[src/hw/rtl/fu_pkg.sv]
// Shared types and sizes for the form-urlencoded tokenizer.
package fu_pkg;

   localparam int MAX_RES     = 3;
   localparam int QUEUE_DEPTH = 4;
   localparam int QPTR_W      = $clog2(QUEUE_DEPTH);
   localparam int QFILL_W     = $clog2(QUEUE_DEPTH + 1);
   localparam int RCNT_W      = $clog2(MAX_RES + 1);
   localparam int RIDX_W      = $clog2(MAX_RES);

   typedef struct packed {
      logic [7:0] out_byte;
      logic       in_value;
      logic       pair_end;
   } res_type;

   typedef struct packed {
      logic [RCNT_W-1:0]   count;
      res_type [MAX_RES-1:0] slot;
   } group_type;

endpackage

[src/hw/rtl/fu_if.sv]
// Valid/ready channel interfaces for request and response beats.
interface fu_req_if;
   logic       valid;
   logic       ready;
   logic       kind;
   logic [7:0] raw_byte;

   modport source (output valid, output kind, output raw_byte, input ready);
   modport sink   (input valid, input kind, input raw_byte, output ready);
endinterface

interface fu_rsp_if;
   logic       valid;
   logic       ready;
   logic [7:0] out_byte;
   logic       in_value;
   logic       pair_end;
   logic       last;

   modport source (output valid, output out_byte, output in_value, output pair_end,
                   output last, input ready);
   modport sink   (input valid, input out_byte, input in_value, input pair_end,
                   input last, output ready);
endinterface

[src/hw/rtl/fu_front.sv]
// Front end: parses each request beat and builds its group of results.
module fu_front
   import fu_pkg::*;
(
   input  logic         clock,
   input  logic         reset,
   fu_req_if.sink       req,
   input  logic         push_ready,
   output logic         push_valid,
   output group_type    push_group
);

   localparam logic [7:0] CHAR_PCT   = 8'h25;
   localparam logic [7:0] CHAR_PLUS  = 8'h2B;
   localparam logic [7:0] CHAR_AMP   = 8'h26;
   localparam logic [7:0] CHAR_EQ    = 8'h3D;
   localparam logic [7:0] CHAR_SPACE = 8'h20;
   localparam logic [3:0] NIB_NINE   = 4'd9;

   localparam logic [1:0] PC_NONE = 2'd0;
   localparam logic [1:0] PC_PCT  = 2'd1;
   localparam logic [1:0] PC_NIB  = 2'd2;

   logic       vp_ff, vp_in;
   logic       po_ff, po_in;
   logic [1:0] pc_ff, pc_in;
   logic [3:0] nib_ff, nib_in;
   logic       up_ff, up_in;

   logic        fire;
   logic [7:0]  c;
   logic        hex_ok;
   logic        hex_upper;
   logic [3:0]  hex_val;
   logic        do_flush;
   logic        plain;
   logic        extra_ok;
   res_type     extra;
   res_type     flush0;
   res_type     flush1;
   logic [1:0]  nflush;
   logic [7:0]  held_char;

   assign req.ready = push_ready;
   assign fire      = req.valid && req.ready;
   assign c         = req.raw_byte;

   always_comb begin
      hex_ok    = 1'b0;
      hex_upper = 1'b0;
      hex_val   = c[3:0];
      if (c >= 8'h30 && c <= 8'h39) begin
         hex_ok = 1'b1;
      end else if (c >= 8'h61 && c <= 8'h66) begin
         hex_ok  = 1'b1;
         hex_val = c[3:0] + NIB_NINE;
      end else if (c >= 8'h41 && c <= 8'h46) begin
         hex_ok    = 1'b1;
         hex_upper = 1'b1;
         hex_val   = c[3:0] + NIB_NINE;
      end
   end

   always_comb begin
      if (nib_ff <= NIB_NINE) begin
         held_char = {4'h3, nib_ff};
      end else begin
         held_char = {(up_ff ? 4'h4 : 4'h6), nib_ff - NIB_NINE};
      end
   end

   always_comb begin
      vp_in    = vp_ff;
      po_in    = po_ff;
      pc_in    = pc_ff;
      nib_in   = nib_ff;
      up_in    = up_ff;
      do_flush = 1'b0;
      plain    = 1'b0;
      extra_ok = 1'b0;
      extra    = '{out_byte: 8'h00, in_value: vp_ff, pair_end: 1'b0};
      if (req.kind || c == CHAR_AMP) begin
         do_flush = po_ff;
         extra_ok = po_ff;
         extra    = '{out_byte: 8'h00, in_value: 1'b0, pair_end: 1'b1};
         vp_in    = 1'b0;
         po_in    = 1'b0;
         pc_in    = PC_NONE;
         nib_in   = 4'h0;
         up_in    = 1'b0;
      end else begin
         po_in = 1'b1;
         if (c == CHAR_EQ && !vp_ff) begin
            do_flush = 1'b1;
            vp_in    = 1'b1;
            pc_in    = PC_NONE;
            nib_in   = 4'h0;
            up_in    = 1'b0;
         end else begin
            unique case (pc_ff)
               PC_PCT: begin
                  if (hex_ok) begin
                     pc_in  = PC_NIB;
                     nib_in = hex_val;
                     up_in  = hex_upper;
                  end else begin
                     do_flush = 1'b1;
                     plain    = 1'b1;
                  end
               end
               PC_NIB: begin
                  if (hex_ok) begin
                     extra_ok       = 1'b1;
                     extra.out_byte = {nib_ff, hex_val};
                     pc_in          = PC_NONE;
                     nib_in         = 4'h0;
                     up_in          = 1'b0;
                  end else begin
                     do_flush = 1'b1;
                     plain    = 1'b1;
                  end
               end
               default: begin
                  plain = 1'b1;
               end
            endcase
            if (plain) begin
               nib_in = 4'h0;
               up_in  = 1'b0;
               if (c == CHAR_PCT) begin
                  pc_in = PC_PCT;
               end else begin
                  pc_in          = PC_NONE;
                  extra_ok       = 1'b1;
                  extra.out_byte = (c == CHAR_PLUS) ? CHAR_SPACE : c;
               end
            end
         end
      end
   end

   assign flush0 = '{out_byte: CHAR_PCT,  in_value: vp_ff, pair_end: 1'b0};
   assign flush1 = '{out_byte: held_char, in_value: vp_ff, pair_end: 1'b0};

   always_comb begin
      nflush = 2'd0;
      if (do_flush && pc_ff == PC_PCT) begin
         nflush = 2'd1;
      end else if (do_flush && pc_ff == PC_NIB) begin
         nflush = 2'd2;
      end
   end

   always_comb begin
      push_group.slot = '0;
      unique case (nflush)
         2'd1: begin
            push_group.slot[0] = flush0;
            push_group.slot[1] = extra;
         end
         2'd2: begin
            push_group.slot[0] = flush0;
            push_group.slot[1] = flush1;
            push_group.slot[2] = extra;
         end
         default: begin
            push_group.slot[0] = extra;
         end
      endcase
      push_group.count = RCNT_W'(nflush) + RCNT_W'(extra_ok);
   end

   assign push_valid = fire && (push_group.count != '0);

   always_ff @(posedge clock) begin
      if (reset) begin
         vp_ff  <= 1'b0;
         po_ff  <= 1'b0;
         pc_ff  <= PC_NONE;
         nib_ff <= 4'h0;
         up_ff  <= 1'b0;
      end else if (fire) begin
         vp_ff  <= vp_in;
         po_ff  <= po_in;
         pc_ff  <= pc_in;
         nib_ff <= nib_in;
         up_ff  <= up_in;
      end
   end

endmodule

[src/hw/rtl/fu_queue.sv]
// Short queue of result groups between front and back ends.
module fu_queue
   import fu_pkg::*;
(
   input  logic      clock,
   input  logic      reset,
   input  logic      push_valid,
   input  group_type push_group,
   output logic      push_ready,
   input  logic      pop,
   output logic      head_valid,
   output group_type head_group
);

   group_type          mem_ff [QUEUE_DEPTH];
   logic [QPTR_W-1:0]  wr_ptr_ff, wr_ptr_in;
   logic [QPTR_W-1:0]  rd_ptr_ff, rd_ptr_in;
   logic [QFILL_W-1:0] fill_ff, fill_in;
   logic               do_push;
   logic               do_pop;

   assign push_ready = (fill_ff != QFILL_W'(QUEUE_DEPTH));
   assign head_valid = (fill_ff != '0);
   assign head_group = mem_ff[rd_ptr_ff];
   assign do_push    = push_valid && push_ready;
   assign do_pop     = pop && head_valid;

   always_comb begin
      wr_ptr_in = do_push ? wr_ptr_ff + QPTR_W'(1) : wr_ptr_ff;
      rd_ptr_in = do_pop  ? rd_ptr_ff + QPTR_W'(1) : rd_ptr_ff;
      fill_in   = fill_ff + QFILL_W'(do_push) - QFILL_W'(do_pop);
   end

   always_ff @(posedge clock) begin
      if (reset) begin
         wr_ptr_ff <= '0;
         rd_ptr_ff <= '0;
         fill_ff   <= '0;
      end else begin
         wr_ptr_ff <= wr_ptr_in;
         rd_ptr_ff <= rd_ptr_in;
         fill_ff   <= fill_in;
      end
   end

   always_ff @(posedge clock) begin
      if (do_push) begin
         mem_ff[wr_ptr_ff] <= push_group;
      end
   end

endmodule

[src/hw/rtl/fu_back.sv]
// Back end: sends the results of each queued group one beat at a time.
module fu_back
   import fu_pkg::*;
(
   input  logic      clock,
   input  logic      reset,
   input  logic      head_valid,
   input  group_type head_group,
   output logic      pop,
   fu_rsp_if.source  rsp
);

   logic [RIDX_W-1:0] idx_ff, idx_in;
   logic              is_last;
   logic              fire;
   res_type           cur;

   assign cur     = head_group.slot[idx_ff];
   assign is_last = (RCNT_W'(idx_ff) + RCNT_W'(1)) == head_group.count;
   assign fire    = rsp.valid && rsp.ready;
   assign pop     = fire && is_last;

   assign rsp.valid    = head_valid;
   assign rsp.out_byte = cur.out_byte;
   assign rsp.in_value = cur.in_value;
   assign rsp.pair_end = cur.pair_end;
   assign rsp.last     = is_last;

   always_comb begin
      idx_in = idx_ff;
      if (fire) begin
         idx_in = is_last ? '0 : idx_ff + RIDX_W'(1);
      end
   end

   always_ff @(posedge clock) begin
      if (reset) begin
         idx_ff <= '0;
      end else begin
         idx_ff <= idx_in;
      end
   end

endmodule

[src/hw/rtl/form_urlencoded_tokenizer_top.sv]
// A beat's results (up to three) are registered in the queue before being offered.
// Throughput: one request beat per cycle while the four-group queue has room;
// the response side sends one result per cycle while rsp.ready is high.
// A beat that yields no result only updates the parser state.
// Reset (synchronous) empties the queue and returns the parser to the start of a key.
module form_urlencoded_tokenizer_top
   import fu_pkg::*;
(
   input  logic     clock,
   input  logic     reset,
   fu_req_if.sink   req,
   fu_rsp_if.source rsp
);

   logic      push_valid;
   logic      push_ready;
   group_type push_group;
   logic      head_valid;
   group_type head_group;
   logic      pop;

   fu_front u_front (
      .clock      (clock),
      .reset      (reset),
      .req        (req),
      .push_ready (push_ready),
      .push_valid (push_valid),
      .push_group (push_group)
   );

   fu_queue u_queue (
      .clock      (clock),
      .reset      (reset),
      .push_valid (push_valid),
      .push_group (push_group),
      .push_ready (push_ready),
      .pop        (pop),
      .head_valid (head_valid),
      .head_group (head_group)
   );

   fu_back u_back (
      .clock      (clock),
      .reset      (reset),
      .head_valid (head_valid),
      .head_group (head_group),
      .pop        (pop),
      .rsp        (rsp)
   );

endmodule

[src/flat_wrapper.sv]
// flat-port wrapper written by rule: the top's interface ports become plain ports
module form_urlencoded_tokenizer_top_flat import fu_pkg::*;
  (clock, reset, req_valid, req_kind, req_raw_byte, req_ready, rsp_valid, rsp_out_byte, rsp_in_value, rsp_pair_end, rsp_last, rsp_ready);
  fu_req_if req_i ();
  fu_rsp_if rsp_i ();
  input  logic clock;
  input  logic reset;
  input wire logic [$bits(req_i.valid)-1:0] req_valid;
  input wire logic [$bits(req_i.kind)-1:0] req_kind;
  input wire logic [$bits(req_i.raw_byte)-1:0] req_raw_byte;
  output wire logic [$bits(req_i.ready)-1:0] req_ready;
  output wire logic [$bits(rsp_i.valid)-1:0] rsp_valid;
  output wire logic [$bits(rsp_i.out_byte)-1:0] rsp_out_byte;
  output wire logic [$bits(rsp_i.in_value)-1:0] rsp_in_value;
  output wire logic [$bits(rsp_i.pair_end)-1:0] rsp_pair_end;
  output wire logic [$bits(rsp_i.last)-1:0] rsp_last;
  input wire logic [$bits(rsp_i.ready)-1:0] rsp_ready;
  assign req_i.valid = req_valid;
  assign req_i.kind = req_kind;
  assign req_i.raw_byte = req_raw_byte;
  assign req_ready = req_i.ready;
  assign rsp_valid = rsp_i.valid;
  assign rsp_out_byte = rsp_i.out_byte;
  assign rsp_in_value = rsp_i.in_value;
  assign rsp_pair_end = rsp_i.pair_end;
  assign rsp_last = rsp_i.last;
  assign rsp_i.ready = rsp_ready;
  form_urlencoded_tokenizer_top u_core (.clock(clock), .reset(reset), .req(req_i), .rsp(rsp_i));
endmodule
[config.mk]
export PLATFORM = sky130hd
export DESIGN_NAME = form_urlencoded_tokenizer_top_flat
export DESIGN_NICKNAME = d
export VERILOG_FILES = /design/src/hw/rtl/fu_pkg.sv /design/src/hw/rtl/fu_if.sv /design/src/hw/rtl/fu_front.sv /design/src/hw/rtl/fu_queue.sv /design/src/hw/rtl/fu_back.sv /design/src/hw/rtl/form_urlencoded_tokenizer_top.sv /design/src/flat_wrapper.sv
export SDC_FILE = /design/constraint.sdc
export NUM_CORES = 1
export LEC_CHECK = 0
export BUFFER_PORTS_ARGS = -buffer_cell sky130_fd_sc_hd__buf_2
export CORE_MARGIN = 2
export CORE_UTILIZATION = 66
export CTS_BUF_LIST = sky130_fd_sc_hd__clkbuf_4
export DETAILED_ROUTE_END_ITERATION = 12
export PLACE_DENSITY_LB_ADDON = 0.3
export SLEW_MARGIN = 20
export SYNTH_ARGS = -nofsm -noshare
export SYNTH_HDL_FRONTEND = slang
export SYNTH_HIERARCHICAL = 1
export SYNTH_SLANG_ARGS = --single-unit
[constraint.sdc]
create_clock -name clock -period 13.05 [get_ports clock]
set_clock_uncertainty 0.15 [all_clocks]
set_input_delay 2.61 -clock clock [delete_from_list [all_inputs] [get_ports clock]]
set_output_delay 2.61 -clock clock [all_outputs]
set_load 0.05 [all_outputs]
* Word-level counts from Yosys, hierarchy flattened *
Memories as Yosys holds them, arrays and structs flattened. A register that Yosys moved wholly into a read port is not among the register bits.
Cells that the tools add are included.

operators by class
  add/subtract/negate cells = 8
  $lt $le $gt $ge = 8
  equal/unequal tests = 12
  multiplexer cells = 65
  reduce and logical (&&, ||, !) cells = 22

operators with widths
  kind                                                                              count
  8-bit two-way mux                                                                 7
  8-bit by 6-bit == test with 1-bit output, second input constant                   4
  4-bit two-way mux                                                                 8
  10-bit two-way mux                                                                3
  1-bit two-way mux                                                                 29
  2-bit two-way mux                                                                 12
  10-bit binary-select mux with 2-bit select                                        1
  10-bit case mux with 2 select lines                                               1
  8-bit by 7-bit >= comparator with 1-bit output, second input constant             2
  8-bit by 7-bit less-or-equal comparator with 1-bit output, second input constant  2
  1-bit logical AND                                                                 12
  5-bit != test, second input constant                                              2
  8-bit by 6-bit >= comparator with 1-bit output, second input constant             1
  8-bit by 6-bit less-or-equal comparator with 1-bit output, second input constant  1
  4-bit case mux with 2 select lines                                                1
  7-bit two-way mux                                                                 1
  2-bit by 1-bit adder with 2-bit output, second input constant                     3
  5-bit nonzero test                                                                1
  4-bit adder, second input constant                                                1
  2-bit by 1-bit == test with 1-bit output, second input constant                   2
  2-bit == test, second input constant                                              2
  4-bit less-or-equal comparator, second input constant                             1
  2-bit case mux with 2 select lines                                                1
  4-bit AND reduction                                                               1
  other kinds (14)                                                                  16

word-level totals
  register bits after elaboration = 18
  bits in writable memories = 128
  input bits = 13
  word-level logic and storage cells = 125
  memories = 1

memories
  memory                 depth  width  rd ports  clocked after Yosys merged registers in  wr ports  RTL line        source
  u_core.u_queue.mem_ff  4      32     1         1                                        1         fu_queue.sv:15  group_type mem_ff [QUEUE_DEPTH];

* Longest topological paths before layout *
  depth in word-level cells = 18
  gate-level depth with buffers = 17
  gate-level depth less buffers = 17

* Modules after synthesis *
The synthesis kept the hierarchy.

modules (own cells, without submodules)
  module    instances  cells an instance  area each (um^2)  seq. area each (um^2)
  fu_queue  1          216                5131.2            4023.9
  fu_front  1          177                1280.0            180.2
  fu_back   1          51                 346.6             40.0

* Worst setup path after synthesis *
Ideal clock, no wire load.

  path type = input to register
  from = input port req_raw_byte[1]
  to = register u_core.u_queue.fill_ff[2]
  library setup time = 126 ps
  data arrival time = 5623 ps
  path slack = 7151 ps
  stages on the path = 17
  path buffers = 0
  path through = inv_1 -> ha_1 -> nor2_1 -> a21boi_4 -> a21o_4 -> o21a_1 -> or3_1 -> a21oi_1 -> a21boi_2 -> inv_1 -> ha_1 -> inv_1 -> ha_1 -> fa_1 -> xnor2_1 -> xnor2_1 -> nor2_1

between the ends
  word-level cells in the longest chain between the ends = 18

RTL lines
  what                                                                                                                                RTL line                             source
  from (decl)                                                                                                                         flat_wrapper.sv:10                   input wire logic [$bits(req_i.raw_byte)-1:0] req_raw_byte;
  8-bit by 7-bit >= comparator with 1-bit output / 8-bit by 7-bit less-or-equal comparator with 1-bit output (equally long branches)  fu_front.sv:57                       end else if (c >= 8'h41 && c <= 8'h46) begin
  1-bit logical AND                                                                                                                   fu_front.sv:57
  1-bit two-way mux                                                                                                                   fu_front.sv:57
  1-bit two-way mux                                                                                                                   fu_front.sv:54                       end else if (c >= 8'h61 && c <= 8'h66) begin
  1-bit two-way mux                                                                                                                   fu_front.sv:52                       if (c >= 8'h30 && c <= 8'h39) begin
  1-bit two-way mux                                                                                                                   fu_front.sv:102, fu_front.sv:112
  1-bit two-way mux                                                                                                                   --
  1-bit two-way mux                                                                                                                   fu_front.sv:93                       if (c == CHAR_EQ && !vp_ff) begin
  [... 3 more ...]                                                                                                                    --
  1-bit two-way mux / 2-bit two-way mux (equally long branches)                                                                       fu_front.sv:82, fu_front.sv:147
  2-bit by 1-bit adder with 2-bit output *                                                                                            fu_front.sv:170                      push_group.count = RCNT_W'(nflush) + RCNT_W'(extra_ok);
  2-bit nonzero test *                                                                                                                fu_front.sv:173                      assign push_valid = fire && (push_group.count != '0);
  1-bit logical AND *                                                                                                                 fu_front.sv:173
  via u_core.push_valid                                                                                                               form_urlencoded_tokenizer_top.sv:15  logic push_valid;
  1-bit logical AND *                                                                                                                 fu_queue.sv:25                       assign do_push = push_valid && push_ready;
  3-bit by 1-bit adder with 3-bit output *                                                                                            fu_queue.sv:31                       fill_in = fill_ff + QFILL_W'(do_push) - QFILL_W'(do_pop);
  3-bit by 1-bit subtractor with 3-bit output *                                                                                       fu_queue.sv:31
  to (signal assigned)                                                                                                                fu_queue.sv:42                       fill_ff <= fill_in;
  to (decl)                                                                                                                           fu_queue.sv:18                       logic [QFILL_W-1:0] fill_ff, fill_in;

The timed path passes the listed nets; every way through them passes the cells marked *. The select of a mux whose other input is x is not followed.
A chain may end at the register's enable or synchronous reset.

* Final worst setup path *
  from = input port req_raw_byte[0]
  to = register u_core.u_queue.fill_ff[2]

Same word-level chain as after synthesis.

==> flow_summary.toml <==
[clock_tree]
clk_latency_ns = 0.53
numCtsBuffers = 17
clock_sinks = 148
cts_setup_buffers = 0
ctsHoldBuffers = 0
cts_resized = 0
cts_max_level = 4
cts_root_buf = "clkbuf_4"
cts_tree = "built"
clock_path_buffers = 2
clk_pin_slew_worst_paths_ns = 0.13

[yosys]
syn_nets = 472
avgSynthCellArea_um2 = 15.22
synthDistinctLibCells = 64
synth-edff-count = 128
yosys.area.top_type = "edfxtp_1"
synth_async_sr_flop_share_pct = 0
yosys-top-cells-area = "edfxtp_1, mux4_2, dfxtp_1, ha_1, nand2_1"
ys_seq_elements = 148
synth_ff_type = "edfxtp_1"
yosysWarningCount = 6
syn_inst = 444
yosysSeqAreaShare_pct = 62.80
synth_top_area_share_pct = 56.88
synth.cell_area_mm2 = 0.006758

[status]
status = "finished, final reports clean"

[pwr]
swShare_pct = 29.74
power.switching_uw = 316.3
p_leak_nw = 2.443
p_seq_share_pct = 52.5
p_comb_share_pct = 19.6
max-vdd-ir-drop_mv = 0.06896
clock_power_share_pct = 27.8
power_density_mw_per_mm2 = 146.7
p_int_uw = 747.5
total_power_mw = 1.064

[timing]
fin_crit_ns = 5.859
fin_ws_ns = 7.191
worst_slew_pin_slew_ns = 1.019
setup_viol = 0
relSlewSlack_pct = 31.93
tns_ns = 0
hold_violations = 0
slew_violations = 0
rsz0062_at_grt = "no"
whs_ns = 0.3205
period_share_pct = 44.90
fmax_mhz = 170.7

[route]
vias = 3941
firstDrtPassIters = 5
final_antenna_net_count = 0
wl_per_cell_um = 21.04
drt-initial-drc-count = 295
vias_per_cell = 6.346
drc = 0
drt-total-wl_um = 13070

[worst_setup_path]
r2r_end = "u_core/u_queue/fill_ff[2]$_SDFF_PP0_"
worstPathMaxFanout = 11
endpoint_kind = "flop"
rrSetupSlack_ns = 9.10
cp_slowest_cell = "or3_1"
worstPathRequired_ns = 13.33
setup.worst_path.class = "input pin to flop"
arrival_ns = 6.14
path_cells = "buf_2, inv_1, ha_1, a41oi_2, and2_1, o21a_1, or3_1, a21oi_1, a21boi_2, inv_1, ha_1, inv_1, ha_1, fa_1, xnor2_1, xnor2_1, nor2_1"
endpoint = "u_core/u_queue/fill_ff[2]$_SDFF_PP0_"
max_stage_delay_ns = 0.44
startpoint_type = "input pin"
reg2reg_depth = 13
startpoint = "req_raw_byte[0]"

[place]
place_congestion = 0.9334
post-dp-hpwl_um = 8178
io_buffers = 25
dp.cells = 589
post_dp_cell_area_mm2 = 0.006944
dp_worst_setup_slack_ns = 6.670

[global_route]
busiest_layer = "met2"
gr-usage-met1_pct = 34.00
antenna_found_initial = 0
use_met2_pct = 40.18
grt_pass1_vias = 4014
gr-total-overflow = 0
grtUsageMet3_pct = 7.112
grt_first_pass_wirelength_um = 21110
track_usage_pct = 25.50
grt_max_degree = 33

[die]
initial_core_util_pct = 68.51
dieArea_mm2 = 0.01106
die_y_um = 105.2
core_mm2 = 0.009864
fp.dieW_um = 105.2
rows = 36
pin_count = 26

[final_layout]
nets = 503
fin_cells = 621
final_util_pct = 73.52
fillers = 635
fin_area_mm2 = 0.007252
syn2layout_area_growth_pct = 7.314
antenna_cells = 0
layout-drive-gt1-share_pct = 22.95

[run]
drv_cap = 0

[worst_hold_path]
min_path_type = "flop to flop"
==> cell families after synthesis <==
logic type / after synthesis / share of synthesized area [%]
fa+ha+maj: 15 / 2.888
xor+xnor: 11 / 1.426
flops: 148 / 62.80
mux: 45 / 12.74
compound gates: 68 / 7.369
simple gates: 120 / 9.424
buf+inv: 37 / 3.351
==> layout by cell type (no fill, tap or decap), drive strengths merged, types with 6 or more instances in the layout <==
cell type and n:
clkbuf 17, and2 9, nand3 7, inv 18, buf 33, mux4 32
nand2b 6, ha 14, nand2 32, nor3 9, nor2b 6, clkinv 8
o21ai 25, edfxtp 128, mux2i 11, a21oi 14, dfxtp 20, nor2 29
xnor2 7
==> worst min path at each step <==
stage,startpoint,to,slack (ns),depth (start not counted)
after CTS,u_core/u_front/up_ff$_SDFFE_PP0P_,u_core/u_front/up_ff$_SDFFE_PP0P_,0.32,2
final,u_core/u_front/up_ff$_SDFFE_PP0P_,u_core/u_front/up_ff$_SDFFE_PP0P_,0.32,2
after global placement,u_core/u_front/up_ff$_SDFFE_PP0P_,u_core/u_front/up_ff$_SDFFE_PP0P_,0.29,2
after floorplan,u_core/u_front/up_ff$_SDFFE_PP0P_,u_core/u_front/up_ff$_SDFFE_PP0P_,0.27,2
after detailed placement,u_core/u_front/up_ff$_SDFFE_PP0P_,u_core/u_front/up_ff$_SDFFE_PP0P_,0.29,2
after global routing,u_core/u_front/up_ff$_SDFFE_PP0P_,u_core/u_front/up_ff$_SDFFE_PP0P_,0.33,2
==> critical path, delay by kind of cell <==
family / cells / cell delay [ns]
AOI/OAI and AO/OA: 4 / 0.94
xor gates and xnor gates: 2 / 0.30
adders and majority gates: 4 / 1.04
buffers and inverters: 4 / 0.39
and+or+nand+nor: 3 / 0.86
==> layer usage <==
layer | part of all wire [%] | up-vias
met5 | 0 | -
met4 | 2.5 | 0
met3 | 7.8 | 31
met2 | 50 | 187
met1 | 40 | 1944
li1 | - | 1779
==> layout make-up <==
| cell class | instances | area [um^2] | area share, % |
|---|---|---|---|
| flip-flops and latches | 148 | 4245 | 58.54 |
| well taps | 133 | 166.4 | 2.295 |
| repair buffers | 33 | 185.2 | 2.553 |
| inverters | 16 | 60.06 | 0.8282 |
| multi-input cells | 259 | 2287 | 31.54 |
| clock buffers | 17 | 127.6 | 1.760 |
| clock inverters | 15 | 180.2 | 2.484 |
==> cell usage after synthesis, types with 2 or more instances <==
cell type,count
o22ai_1,4
nand2b_1,6
o21ai_1,9
buf_6,2
inv_1,16
xnor2_1,7
edfxtp_1,128
buf_4,4
and2_1,9
nor3_2,4
buf_12,3
nor3_1,4
and3_1,3
nor2b_1,6
mux4_2,30
nor4b_1,2
or3_1,4
mux4_1,2
dfxtp_1,20
clkbuf_1,5
nand3b_1,4
o21ai_0,16
nor2_1,29
buf_2,7
nand4_1,2
a21oi_1,14
o32ai_1,2
xor2_1,4
nand3_1,7
mux2i_1,11
mux2_2,2
a41o_1,2
ha_1,14
nand2_1,32
==> flip-flops by register name (all words and copies together) (netlist names), named ones only <==
register / flops
u_core/u_queue/mem_ff: 128
u_core/u_front/vp_ff: 1
u_core/u_front/po_ff: 1
u_core/u_front/nib_ff: 4
u_core/u_queue/rd_ptr_ff: 2
u_core/u_queue/fill_ff: 3
u_core/u_front/pc_ff: 2
u_core/u_back/idx_ff: 2
u_core/u_queue/wr_ptr_ff: 2
u_core/u_front/up_ff: 1
==> power by group through the flow <==
stage	logic (mW)	registers (mW)	clock network, mW
finish	0.209	0.559	0.296
global route	0.225	0.561	0.323
CTS	0.210	0.558	0.303
detailed placement	0.209	0.569	0
global placement	0.205	0.566	0
floorplan	0.169	0.565	0
(Power assumes the default switching activity.)
